File: src/hdl/rllt_pkg.sv
// Shared types, widths, codes and packing helpers of the resource lease lock table.
package rllt_pkg;

    localparam int LEASE_SLOTS_DEF    = 64;
    localparam int RESOURCE_COUNT_DEF = 5;
    localparam int OWNER_BITS_DEF     = 16;

    localparam int ACTION_W    = 2;
    localparam int REQUESTER_W = 16;
    localparam int MASK_W      = 5;
    localparam int HANDLE_W    = 32;
    localparam int STATUS_W    = 2;
    localparam int GEN_W       = 32;
    localparam int QOWNER_W    = 16;

    localparam int S_TDATA_RAW = REQUESTER_W + 1 + MASK_W + HANDLE_W;
    localparam int S_TDATA_W   = ((S_TDATA_RAW + 7) / 8) * 8;
    localparam int M_TDATA_RAW = STATUS_W + HANDLE_W + 1 + GEN_W + QOWNER_W + HANDLE_W;
    localparam int M_TDATA_W   = ((M_TDATA_RAW + 7) / 8) * 8;

    typedef enum logic [ACTION_W-1:0] {
        ACT_ACQUIRE = 2'd0,
        ACT_RELEASE = 2'd1,
        ACT_QUERY   = 2'd2
    } action_t;

    typedef enum logic [STATUS_W-1:0] {
        ST_OK       = 2'd0,
        ST_INVALID  = 2'd1,
        ST_CONFLICT = 2'd2
    } status_t;

    // Write command to the lease slot store: claim writes the slot, otherwise it is freed.
    typedef struct packed {
        logic                we;
        logic                claim;
        logic [HANDLE_W-1:0] handle;
        logic [MASK_W-1:0]   resources;
    } slot_wr_t;

    // Registered read of one lease slot.
    typedef struct packed {
        logic                used;
        logic [HANDLE_W-1:0] handle;
        logic [MASK_W-1:0]   resources;
    } slot_rd_t;

    function automatic logic [M_TDATA_W-1:0] pack_result(
        input status_t             status,
        input logic [HANDLE_W-1:0] granted,
        input logic                active,
        input logic [GEN_W-1:0]    generation,
        input logic [QOWNER_W-1:0] owner,
        input logic [HANDLE_W-1:0] lease
    );
        logic [M_TDATA_RAW-1:0] raw;
        raw = {lease, owner, generation, active, granted, status};
        return M_TDATA_W'(raw);
    endfunction

endpackage

File: src/hdl/rllt_slot_store.sv
// Lease slot store: handle and resource memory with per-slot valid bits and registered read.
module rllt_slot_store #(
    parameter  int LEASE_SLOTS = rllt_pkg::LEASE_SLOTS_DEF,
    localparam int SLOT_IW     = (LEASE_SLOTS > 1) ? $clog2(LEASE_SLOTS) : 1
) (
    input  logic                 aclk,
    input  logic                 aresetn,
    input  logic [SLOT_IW-1:0]   rd_addr,
    input  logic [SLOT_IW-1:0]   wr_addr,
    input  rllt_pkg::slot_wr_t   wr,
    output rllt_pkg::slot_rd_t   rd
);

    localparam int WORD_W = rllt_pkg::HANDLE_W + rllt_pkg::MASK_W;

    logic [WORD_W-1:0]      mem [LEASE_SLOTS];
    logic [LEASE_SLOTS-1:0] used_reg;
    logic [WORD_W-1:0]      rd_word_reg;
    logic                   rd_used_reg;

    // Entry contents are only ever read while the slot's valid bit is set.
    always_ff @(posedge aclk) begin
        if (wr.we && wr.claim) begin
            mem[wr_addr] <= {wr.handle, wr.resources};
        end
        rd_word_reg <= mem[rd_addr];
    end

    always_ff @(posedge aclk) begin
        if (!aresetn) begin
            used_reg    <= '0;
            rd_used_reg <= 1'b0;
        end else begin
            if (wr.we) begin
                used_reg[wr_addr] <= wr.claim;
            end
            rd_used_reg <= used_reg[rd_addr];
        end
    end

    assign rd.used      = rd_used_reg;
    assign rd.handle    = rd_word_reg[WORD_W-1:rllt_pkg::MASK_W];
    assign rd.resources = rd_word_reg[rllt_pkg::MASK_W-1:0];

endmodule

File: src/hdl/resource_lease_lock_table_unit.sv
// Top level of the resource lease lock table: request decode, slot walk and resource state.
//
// Channel  Dir  Handshake            Payload
// s_       in   s_tvalid / s_tready  s_tuser action, s_tdata request arguments
// m_       out  m_tvalid / m_tready  m_tdata status, granted handle and query fields
//
// A query, a rejected request or a conflict on an owned resource is answered straight from
// the evaluation step without a walk. Acquire and release walk the lease slot memory, one
// slot per cycle through its single read port, until a hit or the last slot is checked.
// One request is worked on at a time; the next is taken once the result sits in the output
// register, even while that result is still stalled by m_tready.
// Reset is synchronous and active low; the slot valid bits clear at once, so no clearing
// pass is needed and the block takes requests as soon as reset is released.
module resource_lease_lock_table_unit #(
    parameter int LEASE_SLOTS    = rllt_pkg::LEASE_SLOTS_DEF,
    parameter int RESOURCE_COUNT = rllt_pkg::RESOURCE_COUNT_DEF,
    parameter int OWNER_BITS     = rllt_pkg::OWNER_BITS_DEF
) (
    input  logic                           aclk,
    input  logic                           aresetn,
    input  logic                           s_tvalid,
    output logic                           s_tready,
    // s_tdata, from bit 0: requester[15:0], requester_known, res_select[4:0],
    // lease_handle[31:0], zero padding.
    input  logic [rllt_pkg::S_TDATA_W-1:0] s_tdata,
    // s_tuser: action[1:0].
    input  logic [rllt_pkg::ACTION_W-1:0]  s_tuser,
    output logic                           m_tvalid,
    input  logic                           m_tready,
    // m_tdata, from bit 0: status[1:0], granted_handle[31:0], query_active,
    // query_generation[31:0], query_owner[15:0], query_lease[31:0], zero padding.
    output logic [rllt_pkg::M_TDATA_W-1:0] m_tdata
);

    localparam int SLOT_IW = (LEASE_SLOTS > 1) ? $clog2(LEASE_SLOTS) : 1;
    localparam int RES_IW  = (RESOURCE_COUNT > 1) ? $clog2(RESOURCE_COUNT) : 1;
    localparam logic [SLOT_IW-1:0] SLOT_LAST = SLOT_IW'(LEASE_SLOTS - 1);

    localparam int HW = rllt_pkg::HANDLE_W;
    localparam int MW = rllt_pkg::MASK_W;
    localparam int GW = rllt_pkg::GEN_W;

    typedef enum logic [1:0] {
        IDLE,
        EVAL,
        SCAN,
        RESP
    } state_t;

    state_t state_reg;

    // Request held for the length of its processing.
    rllt_pkg::action_t              req_action_reg;
    logic [rllt_pkg::REQUESTER_W-1:0] req_requester_reg;
    logic                           req_known_reg;
    logic [MW-1:0]                  req_mask_reg;
    logic [HW-1:0]                  req_handle_reg;

    // Per-resource lock state, held in flip-flops so that all entries can be checked at once.
    logic [OWNER_BITS-1:0] res_owner_reg [RESOURCE_COUNT];
    logic [HW-1:0]         res_lease_reg [RESOURCE_COUNT];
    logic [GW-1:0]         res_gen_reg   [RESOURCE_COUNT];
    logic [HW-1:0]         next_handle_reg;

    // Slot walk: reads are issued at idx_reg and checked in the following cycle at chk_idx_reg.
    logic [SLOT_IW-1:0] idx_reg;
    logic [SLOT_IW-1:0] chk_idx_reg;
    logic               issue_on_reg;
    logic               chk_valid_reg;

    logic [rllt_pkg::M_TDATA_W-1:0] res_data_reg;
    logic [rllt_pkg::M_TDATA_W-1:0] m_tdata_reg;
    logic                           m_tvalid_reg;

    rllt_pkg::slot_rd_t slot_rd;
    rllt_pkg::slot_wr_t slot_wr;

    logic                      s_xfer;
    logic                      out_load;
    logic [RESOURCE_COUNT-1:0] want_acq;
    logic [RESOURCE_COUNT-1:0] want_rel;
    logic                      foreign;
    logic                      acq_invalid;
    logic                      conflict;
    logic                      query_ok;
    logic [RES_IW-1:0]         q_idx;
    logic                      hit;
    logic                      scan_end;
    logic                      grant;
    logic                      release_hit;
    logic [HW-1:0]             issue_h;
    logic [OWNER_BITS-1:0]     own_in;
    logic [OWNER_BITS-1:0]     q_owner;

    assign s_tready = (state_reg == IDLE);
    assign s_xfer   = s_tvalid && s_tready;
    assign m_tvalid = m_tvalid_reg;
    assign m_tdata  = m_tdata_reg;

    // The finished result moves into the output register once that register is free or
    // its current transfer completes in the same cycle.
    assign out_load = (state_reg == RESP) && (!m_tvalid_reg || m_tready);

    always_ff @(posedge aclk) begin
        if (s_xfer) begin
            req_action_reg    <= rllt_pkg::action_t'(s_tuser);
            req_requester_reg <= s_tdata[rllt_pkg::REQUESTER_W-1:0];
            req_known_reg     <= s_tdata[rllt_pkg::REQUESTER_W];
            req_mask_reg      <= s_tdata[rllt_pkg::REQUESTER_W+1 +: MW];
            req_handle_reg    <= s_tdata[rllt_pkg::REQUESTER_W+1+MW +: HW];
        end
    end

    // Request decode. Mask bits at or above RESOURCE_COUNT name no resource.
    always_comb begin
        want_acq = RESOURCE_COUNT'(req_mask_reg);
        want_rel = RESOURCE_COUNT'(slot_rd.resources);
        own_in   = OWNER_BITS'(req_requester_reg);
        foreign  = 1'b0;
        for (int b = 0; b < MW; b++) begin
            if (req_mask_reg[b] && (b >= RESOURCE_COUNT)) begin
                foreign = 1'b1;
            end
        end
        acq_invalid = (req_mask_reg == '0) || foreign || !req_known_reg;
        conflict    = 1'b0;
        for (int r = 0; r < RESOURCE_COUNT; r++) begin
            if (want_acq[r] && (res_owner_reg[r] != '0)) begin
                conflict = 1'b1;
            end
        end
        query_ok = $onehot(req_mask_reg) && !foreign;
        q_idx    = '0;
        for (int b = 0; b < MW; b++) begin
            if (req_mask_reg[b]) begin
                q_idx = RES_IW'(b);
            end
        end
        q_owner = res_owner_reg[q_idx];
    end

    // A free slot ends an acquire walk; a used slot with the same handle ends a release walk.
    always_comb begin
        if (req_action_reg == rllt_pkg::ACT_ACQUIRE) begin
            hit = chk_valid_reg && !slot_rd.used;
        end else begin
            hit = chk_valid_reg && slot_rd.used && (slot_rd.handle == req_handle_reg);
        end
        scan_end    = chk_valid_reg && (chk_idx_reg == SLOT_LAST) && !hit;
        grant       = (state_reg == SCAN) && hit && (req_action_reg == rllt_pkg::ACT_ACQUIRE);
        release_hit = (state_reg == SCAN) && hit && (req_action_reg == rllt_pkg::ACT_RELEASE);
        // The handle counter skips zero when it wraps.
        issue_h     = (next_handle_reg == '0) ? next_handle_reg + HW'(1) : next_handle_reg;
    end

    // The slot write lands at the end of the walk; the next walk issues its first read only after
    // the response, idle and evaluation states, so no forwarding around the memory is needed.
    always_comb begin
        slot_wr.we        = grant || release_hit;
        slot_wr.claim     = grant;
        slot_wr.handle    = issue_h;
        slot_wr.resources = req_mask_reg;
    end

    rllt_slot_store #(
        .LEASE_SLOTS (LEASE_SLOTS)
    ) u_slot_store (
        .aclk    (aclk),
        .aresetn (aresetn),
        .rd_addr (idx_reg),
        .wr_addr (chk_idx_reg),
        .wr      (slot_wr),
        .rd      (slot_rd)
    );

    // Resource state. A release clears only those resources whose lease is still its own.
    always_ff @(posedge aclk) begin
        if (!aresetn) begin
            for (int r = 0; r < RESOURCE_COUNT; r++) begin
                res_owner_reg[r] <= '0;
                res_lease_reg[r] <= '0;
                res_gen_reg[r]   <= GW'(1);
            end
            next_handle_reg <= HW'(1);
        end else begin
            if (grant) begin
                for (int r = 0; r < RESOURCE_COUNT; r++) begin
                    if (want_acq[r]) begin
                        res_owner_reg[r] <= own_in;
                        res_lease_reg[r] <= issue_h;
                        res_gen_reg[r]   <= res_gen_reg[r] + GW'(1);
                    end
                end
                next_handle_reg <= issue_h + HW'(1);
            end
            if (release_hit) begin
                for (int r = 0; r < RESOURCE_COUNT; r++) begin
                    if (want_rel[r] && (res_lease_reg[r] == req_handle_reg)) begin
                        res_owner_reg[r] <= '0;
                        res_lease_reg[r] <= '0;
                        res_gen_reg[r]   <= res_gen_reg[r] + GW'(1);
                    end
                end
            end
        end
    end

    // Sequencer with the walk counters and the output register.
    always_ff @(posedge aclk) begin
        if (!aresetn) begin
            state_reg     <= IDLE;
            m_tvalid_reg  <= 1'b0;
            issue_on_reg  <= 1'b0;
            chk_valid_reg <= 1'b0;
        end else begin
            if (out_load) begin
                m_tdata_reg  <= res_data_reg;
                m_tvalid_reg <= 1'b1;
            end else if (m_tready) begin
                m_tvalid_reg <= 1'b0;
            end
            unique case (state_reg)
                IDLE: begin
                    if (s_xfer) begin
                        state_reg <= EVAL;
                    end
                end
                EVAL: begin
                    idx_reg       <= '0;
                    issue_on_reg  <= 1'b1;
                    chk_valid_reg <= 1'b0;
                    unique case (req_action_reg)
                        rllt_pkg::ACT_ACQUIRE: begin
                            if (acq_invalid) begin
                                res_data_reg <= rllt_pkg::pack_result(rllt_pkg::ST_INVALID,
                                                                      '0, 1'b0, '0, '0, '0);
                                state_reg    <= RESP;
                            end else if (conflict) begin
                                res_data_reg <= rllt_pkg::pack_result(rllt_pkg::ST_CONFLICT,
                                                                      '0, 1'b0, '0, '0, '0);
                                state_reg    <= RESP;
                            end else begin
                                state_reg <= SCAN;
                            end
                        end
                        rllt_pkg::ACT_RELEASE: begin
                            if (req_handle_reg != '0) begin
                                state_reg <= SCAN;
                            end else begin
                                res_data_reg <= rllt_pkg::pack_result(rllt_pkg::ST_INVALID,
                                                                      '0, 1'b0, '0, '0, '0);
                                state_reg    <= RESP;
                            end
                        end
                        rllt_pkg::ACT_QUERY: begin
                            if (query_ok) begin
                                res_data_reg <= rllt_pkg::pack_result(
                                    rllt_pkg::ST_OK, '0, (q_owner != '0), res_gen_reg[q_idx],
                                    rllt_pkg::QOWNER_W'(q_owner), res_lease_reg[q_idx]);
                            end else begin
                                res_data_reg <= rllt_pkg::pack_result(rllt_pkg::ST_INVALID,
                                                                      '0, 1'b0, '0, '0, '0);
                            end
                            state_reg <= RESP;
                        end
                        default: begin
                            // The unused action code is answered as invalid.
                            res_data_reg <= rllt_pkg::pack_result(rllt_pkg::ST_INVALID,
                                                                  '0, 1'b0, '0, '0, '0);
                            state_reg    <= RESP;
                        end
                    endcase
                end
                SCAN: begin
                    chk_valid_reg <= issue_on_reg;
                    chk_idx_reg   <= idx_reg;
                    if (issue_on_reg) begin
                        if (idx_reg == SLOT_LAST) begin
                            issue_on_reg <= 1'b0;
                        end else begin
                            idx_reg <= idx_reg + SLOT_IW'(1);
                        end
                    end
                    if (grant) begin
                        res_data_reg <= rllt_pkg::pack_result(rllt_pkg::ST_OK, issue_h, 1'b0,
                                                              '0, '0, '0);
                        state_reg    <= RESP;
                    end else if (release_hit) begin
                        res_data_reg <= rllt_pkg::pack_result(rllt_pkg::ST_OK, '0, 1'b0,
                                                              '0, '0, '0);
                        state_reg    <= RESP;
                    end else if (scan_end) begin
                        if (req_action_reg == rllt_pkg::ACT_ACQUIRE) begin
                            res_data_reg <= rllt_pkg::pack_result(rllt_pkg::ST_CONFLICT, '0,
                                                                  1'b0, '0, '0, '0);
                        end else begin
                            res_data_reg <= rllt_pkg::pack_result(rllt_pkg::ST_INVALID, '0,
                                                                  1'b0, '0, '0, '0);
                        end
                        state_reg <= RESP;
                    end
                end
                RESP: begin
                    if (out_load) begin
                        state_reg <= IDLE;
                    end
                end
                default: begin
                    state_reg <= IDLE;
                end
            endcase
        end
    end

    // A nonzero granted handle comes only with a successful status.
    assert property (@(posedge aclk) disable iff (!aresetn)
        m_tvalid && (m_tdata[rllt_pkg::STATUS_W +: HW] != '0)
            |-> (m_tdata[rllt_pkg::STATUS_W-1:0] == rllt_pkg::ST_OK))
        else $error("granted handle on a failed request");

    // Any failed request returns all result fields but the status as zero.
    assert property (@(posedge aclk) disable iff (!aresetn)
        m_tvalid && (m_tdata[rllt_pkg::STATUS_W-1:0] != rllt_pkg::ST_OK)
            |-> (m_tdata[rllt_pkg::M_TDATA_W-1:rllt_pkg::STATUS_W] == '0))
        else $error("failed request carries result fields");

    // A lease slot is never claimed with the reserved handle zero.
    assert property (@(posedge aclk) disable iff (!aresetn)
        slot_wr.we && slot_wr.claim |-> (slot_wr.handle != '0))
        else $error("slot claimed with handle zero");

    // A new result appears only after the sequencer has passed through its response state.
    assert property (@(posedge aclk) disable iff (!aresetn)
        $rose(m_tvalid) |-> $past(state_reg == RESP))
        else $error("result presented outside the response state");

endmodule

File: config.mk
export PLATFORM = sky130hd
export DESIGN_NAME = resource_lease_lock_table_unit
export DESIGN_NICKNAME = d
export VERILOG_FILES = /design/src/hdl/rllt_pkg.sv /design/src/hdl/rllt_slot_store.sv /design/src/hdl/resource_lease_lock_table_unit.sv
export SDC_FILE = /design/constraint.sdc
export NUM_CORES = 2
export LEC_CHECK = 0
export ABC_AREA = 1
export BUFFER_PORTS_ARGS = -buffer_cell sky130_fd_sc_hd__buf_2
export CAP_MARGIN = 5
export CORE_MARGIN = 2
export CORE_UTILIZATION = 60
export CTS_BUF_LIST = sky130_fd_sc_hd__clkbuf_16
export CTS_CLUSTER_SIZE = 30
export DETAILED_ROUTE_END_ITERATION = 10
export PLACE_DENSITY = 0.76
export SYNTH_ARGS = -nofsm -noshare
export SYNTH_HDL_FRONTEND = slang
export SYNTH_SLANG_ARGS = --single-unit
File: constraint.sdc
create_clock -name aclk -period 32 [get_ports aclk]
set_input_delay 6.4 -clock aclk [delete_from_list [all_inputs] [get_ports aclk]]
set_output_delay 6.4 -clock aclk [all_outputs]
set_load 0.01 [all_outputs]
* Word-level counts from Yosys, hierarchy flattened
Memories as Yosys holds them, arrays and structs flattened. A register that Yosys moved wholly into a read port is not among the register bits.
Index checks and enable logic that the tools add are counted.
** Operators by class
- Add/sub/neg operators :: 12
- Order comparisons :: 3
- Equality and inequality tests :: 21
- Muxes and demuxes :: 118
- Bitwise logic cells :: 30
- Reductions and logical operators :: 47
** Operators by type and width (number)
- 120-bit 2-to-1 mux :: 6
- 32-bit 2-to-1 mux :: 21
- 120-bit one-hot mux with 3 select lines :: 1
- 120-bit one-hot mux with 2 select lines :: 1
- 32-bit by 1-bit adder with 32-bit output (second input constant) :: 7
- 32-bit equality test :: 6
- 16-bit 2-to-1 mux :: 10
- 115-bit 2-to-1 mux :: 1
- 16-bit nonzero test :: 6
- 64-bit bitwise mux :: 1
- 1-bit 2-to-1 mux :: 59
- 32-bit logical NOT :: 1
- 32-bit nonzero test :: 1
- 1-bit bitwise OR :: 30
- 1-bit logical AND :: 22
- 6-bit by 7-bit less-than comparator with 1-bit output (second input constant) :: 2
- 6-bit equality test (second input constant) :: 2
- 2-bit 2-to-1 mux :: 6
- 6-bit 2-to-1 mux :: 2
- 6-bit one-hot mux with 2 select lines :: 1
- 3-bit 2-to-1 mux :: 3
- 4-bit inequality test (second input constant) :: 2
- 2-bit one-hot mux with 4 select lines :: 1
- 6-bit by 1-bit adder with 6-bit output (second input constant) :: 1
- other kinds (23) :: 38
** Word-level totals
- Flip-flop bits (word level) :: 410
- Memory bits (writable) :: 2768
- Word-level logic and storage cells :: 251
- Memories :: 4
** Memory list
- u_slot_store.mem :: depth 64, width 37, read ports 1, clocked after Yosys merged registers in 1, write ports 1, line rllt_slot_store.sv:16 : logic [WORD_W-1:0] mem [LEASE_SLOTS];
- res_gen_reg :: depth 5, width 32, read ports 6, clocked after Yosys merged registers in 0, write ports 5, line resource_lease_lock_table_unit.sv:62 : logic [GW-1:0] res_gen_reg [RESOURCE_COUNT];
- res_lease_reg :: depth 5, width 32, read ports 6, clocked after Yosys merged registers in 0, write ports 5, line resource_lease_lock_table_unit.sv:61 : logic [HW-1:0] res_lease_reg [RESOURCE_COUNT];
- res_owner_reg :: depth 5, width 16, read ports 6, clocked after Yosys merged registers in 0, write ports 5, line resource_lease_lock_table_unit.sv:60 : logic [OWNER_BITS-1:0] res_owner_reg [RESOURCE_COUNT];

* Depth between registers and ports, before layout
An unclocked memory read counts as a cell.
- Depth after elaboration :: 12
- Depth in mapped cells :: 20
- Depth with buffers taken out :: 20

* Cells and area by module
From an unflattened synthesis, not the netlist that was laid out.
** Second synthesis, totals
- Cells, all modules :: 11948
- Area total of the unflattened synthesis :: 134392.6 µm²
** Modules (own cells, without submodules)
- rllt_slot_store :: times used 1, cells an instance 8172, area each 98212.9 µm², sequential area each 73150.2 µm²
- resource_lease_lock_table_unit :: times used 1, cells an instance 3776, area each 36179.7 µm², sequential area each 21700.8 µm²

* Worst setup path before layout
No wires, ideal clock.
- Kind :: input port to flip-flop
- Start :: input aresetn
- End :: register res_data_reg[0] (netlist bit), enable pin
- Library setup time :: 0.759 ns
- Data arrival time :: 15.465 ns
- Required time :: 31.241 ns
- Slack :: 15.776 ns
- Cell stages on the path :: 4
- Buffers on the path :: 2
- Path through :: clkbuf_1 -> inv_2 -> clkbuf_1 -> a211oi_1
** On the way
- Cells in the longest elaborated chain, start to end :: 1
** RTL lines
- start, declared :: line resource_lease_lock_table_unit.sv:20 : input logic aresetn,
- 5-bit AND reduction (no line)
- end signal, assigned :: line resource_lease_lock_table_unit.sv:235 : res_data_reg <= rllt_pkg::pack_result(rllt_pkg::ST_INVALID,
- end signal, assigned :: line resource_lease_lock_table_unit.sv:239 : res_data_reg <= rllt_pkg::pack_result(rllt_pkg::ST_CONFLICT,
- end signal, assigned :: line resource_lease_lock_table_unit.sv:250 : res_data_reg <= rllt_pkg::pack_result(rllt_pkg::ST_INVALID,
- end, declared :: line resource_lease_lock_table_unit.sv:71 : logic [rllt_pkg::M_TDATA_W-1:0] res_data_reg;
Every way passes these cells.
A chain may end at the register's enable or synchronous reset.

==> run metrics <==
Wirelength per Cell=27.48 um; Clock Skew=67.33 ps; Die W=472.2 um; area of placed instances=135300 um2; vias in the first global route=87750; synth-to-layout area growth=10.81%; EDFF count, synth=3066; Mapped Avg Cell Area=12.07 um2; status=completed; length of the first detailed-routing pass in iterations=8; Hold Crit Class=reg -> reg; Netlist Area Pre-Place=131500 um2; worst r2r dst=u_slot_store.mem[2][1]; static leakage=0.05243 uW; WP data arrival=10200 ps; total die area=223000 um2; Final Hold Vio Count=0; Final Net Count=10970; clock root buffer=clkbuf_16; DRT iter0 DRCs=15640; Post-CTS Resized=0; routed vias/inst=6.600; Reg2Reg Setup Slack=25690 ps; clk slew on worst S/H paths=60 ps; Detail Route Antenna Nets=0; maximum VDD drop=0.00005544 V; RSZ-0062 raised after global routing=no; Max Freq=106.1 MHz; register area share after synthesis=72.11%; Worst EP required=32780 ps; Site Rows=171; # port buffers=176; Vias=92430; Top FF cell, synth=edfxtp_1; reg2reg path depth=14; CTS Buffer Depth=4; Netlist cell types=59; Post-DP HPWL=212.3 mm; io pins=184; Worst-Skew Late Latency=970 ps; Slew headroom=3.108%; Core Area=217600 um2; Worst Setup Path Type=in -> reg; initial antenna violation count=23; Least-Margin Pin Slew=1453 ps; Critical R2R Launch=req_action_reg[0]; design area=145800 um2; cell count after synthesis=10900; CP endpoint=res_gen_reg[2][5]; Largest register FFs=2368; ratio of final minimum period to clock period=29.46%; Worst setup EP type=flop; CP peak stage delay=970 ps; Ys Warns=0; H-tree levels=5; share of the synthesized area in the top cell type=70.00%; global-route wire length before repair=556.4 mm; total wire length=384.9 mm; fin crit period=9426 ps; nature of the critical path startpoint=input port; GRT overflow=0; Worst Path Max Fanout=106; max-slew violation count=0; share of cells above drive strength 1=9.241%; largest net degree at the start of global routing=233; max_cap viols=0; CTS tree=built; PwrDens=72.18 nW/um2; launch point of the worst path=aresetn; setup TNS=0 ps; initial core utilization=60.45%; DR DRC count=0; Final Setup Violations=0; Seq cells post-synth=3205; main area contributors after synthesis=edfxtp_1 70%, o21ai_0 5.7%, nor2_1 4.7%; Post CTS Setup Buffer Count=0; Post-synth ARST share=0%; Overall Global Routing Usage=33.74%; critical path's slowest cell=buf_4; post-synth top area cell=edfxtp_1; hold_buf cts=0; die height=472.2 um; gpl congestion=0.9816; CP Cell Sequence=buf_2 > buf_4 > nand2_1 > a21oi_1 > o221ai_1 > nor2_1 > nand3_1 > nor2_1 > o31ai_2 > nand3_4 > buf_4 > o21ai_0 > inv_1; clock sinks=3205; Inserted Clock Buffers=331
## layout make-up
| type | count | area (um2) |
|---|---|---|
| tap | 2854 | 3571 |
| sequential | 3205 | 94890 |
| fill | 14730 | 71840 |
| inverter | 714 | 2713 |
| clock inverter | 252 | 2087 |
| multi-input combinational | 6257 | 31600 |
| antenna | 4 | 10.01 |
| clock buffer | 333 | 8333 |
| timing repair buffer | 385 | 2550 |
## synthesized netlist by cell type, drive strengths merged (2+ instances only)
cell type,count
o22ai,398
nand4,161
xor2,117
o21bai,2
o21a,4
a31oi,37
a21oi,315
a211oi,16
ha,15
or2,3
edfxtp,3066
o31ai,3
nor4,26
clkbuf,593
a32o,21
o211ai,123
o2111ai,2
dfxtp,139
o221ai,256
nor2,1648
and3,3
inv,706
nand3b,6
a221oi,3
xnor2,37
nand2,1043
nor3,95
clkinv,8
buf,132
o21ai,1504
fa,2
nand3,404
## worst max-delay path, delay by kind of cell
family,cells,cell delay (ps)
buffers and inverters,4,1610
AND/OR/NAND/NOR,5,1110
AO/OA/AOI/OAI,4,940
## metrics by stage
stage / utilization (%) / instances / hold WS [ps] / worst slack (ps) / power (uW)
floorplan: - / 10900 / 400.3 / 15780 / 6060
global placement: 62.19 / 13420 / 401.1 / 21800 / 6714
detailed placement: 62.19 / 13420 / 404.5 / 21740 / 6778
CTS: 66.98 / 14000 / 398.2 / 22740 / 10460
global route: 66.98 / 14000 / 415.7 / 22360 / 10820
finish: 66.98 / 14000 / 413.2 / 22570 / 10520
## worst min path at each step
stage / start / end / cells after the start
2_1_floorplan: res_data_reg[0] / m_tdata[0] / 0
3_3_place_gp: res_data_reg[42] / m_tdata[42] / 0
3_5_place_dp: res_data_reg[22] / m_tdata[22] / 0
4_1_cts: res_data_reg[96] / m_tdata[96] / 0
5_1_grt: res_data_reg[96] / m_tdata[96] / 0
6_report: res_data_reg[110] / m_tdata[110] / 0
## cell families after synthesis
kind of cell / Yosys count / synth area share [%]
multiplexers: 1 / 0.007610
XOR/XNOR: 154 / 1.025
buffers and inverters: 1439 / 4.277
other: 1 / 0.002851
adder cells (fa/ha/maj): 17 / 0.1731
flip-flops: 3205 / 72.11
AND/OR/NAND/NOR: 3391 / 10.63
AO/OA/AOI/OAI: 2689 / 11.77
## layout by cell type, fill, tap and decap left out, types with 13 or more instances in the layout
cell           n
a211oi_1      15
a21oi_1      315
a31oi_1       37
a32o_1        21
buf_2        176
buf_4        201
bufinv_16     35
clkbuf_16    333
clkinv_1      83
clkinv_2      48
clkinvlp_4    18
dfxtp_1      110
dfxtp_2       29
edfxtp_1    3066
ha_1          15
inv_1        703
inv_2         60
nand2_1     1029
nand2_2       13
nand3_1      399
nand4_1      161
nor2_1      1582
nor2_4        58
nor3_1        89
nor4_1        26
o211ai_1     123
o21ai_0     1501
o221ai_1     256
o22ai_1      398
xnor2_1       37
xor2_1       116
## power by group
group | leakage (uW) | internal, uW | switching [uW]
Clock | 0.00531 | 2170 | 1580
Sequential | 0.0315 | 4720 | 118
Combinational | 0.0156 | 490 | 1450
## metal layers
metal / part of all wire, % / global-route usage, % / up-vias
met5: 0.027 / 0 / -
met4: 5.3 / 16.67 / 16
met3: 13 / 7.422 / 1214
met2: 46 / 52.46 / 6809
met1: 36 / 45.37 / 44890
li1: - / - / 39500
No activity file was read; power rests on OpenSTA's default activity.
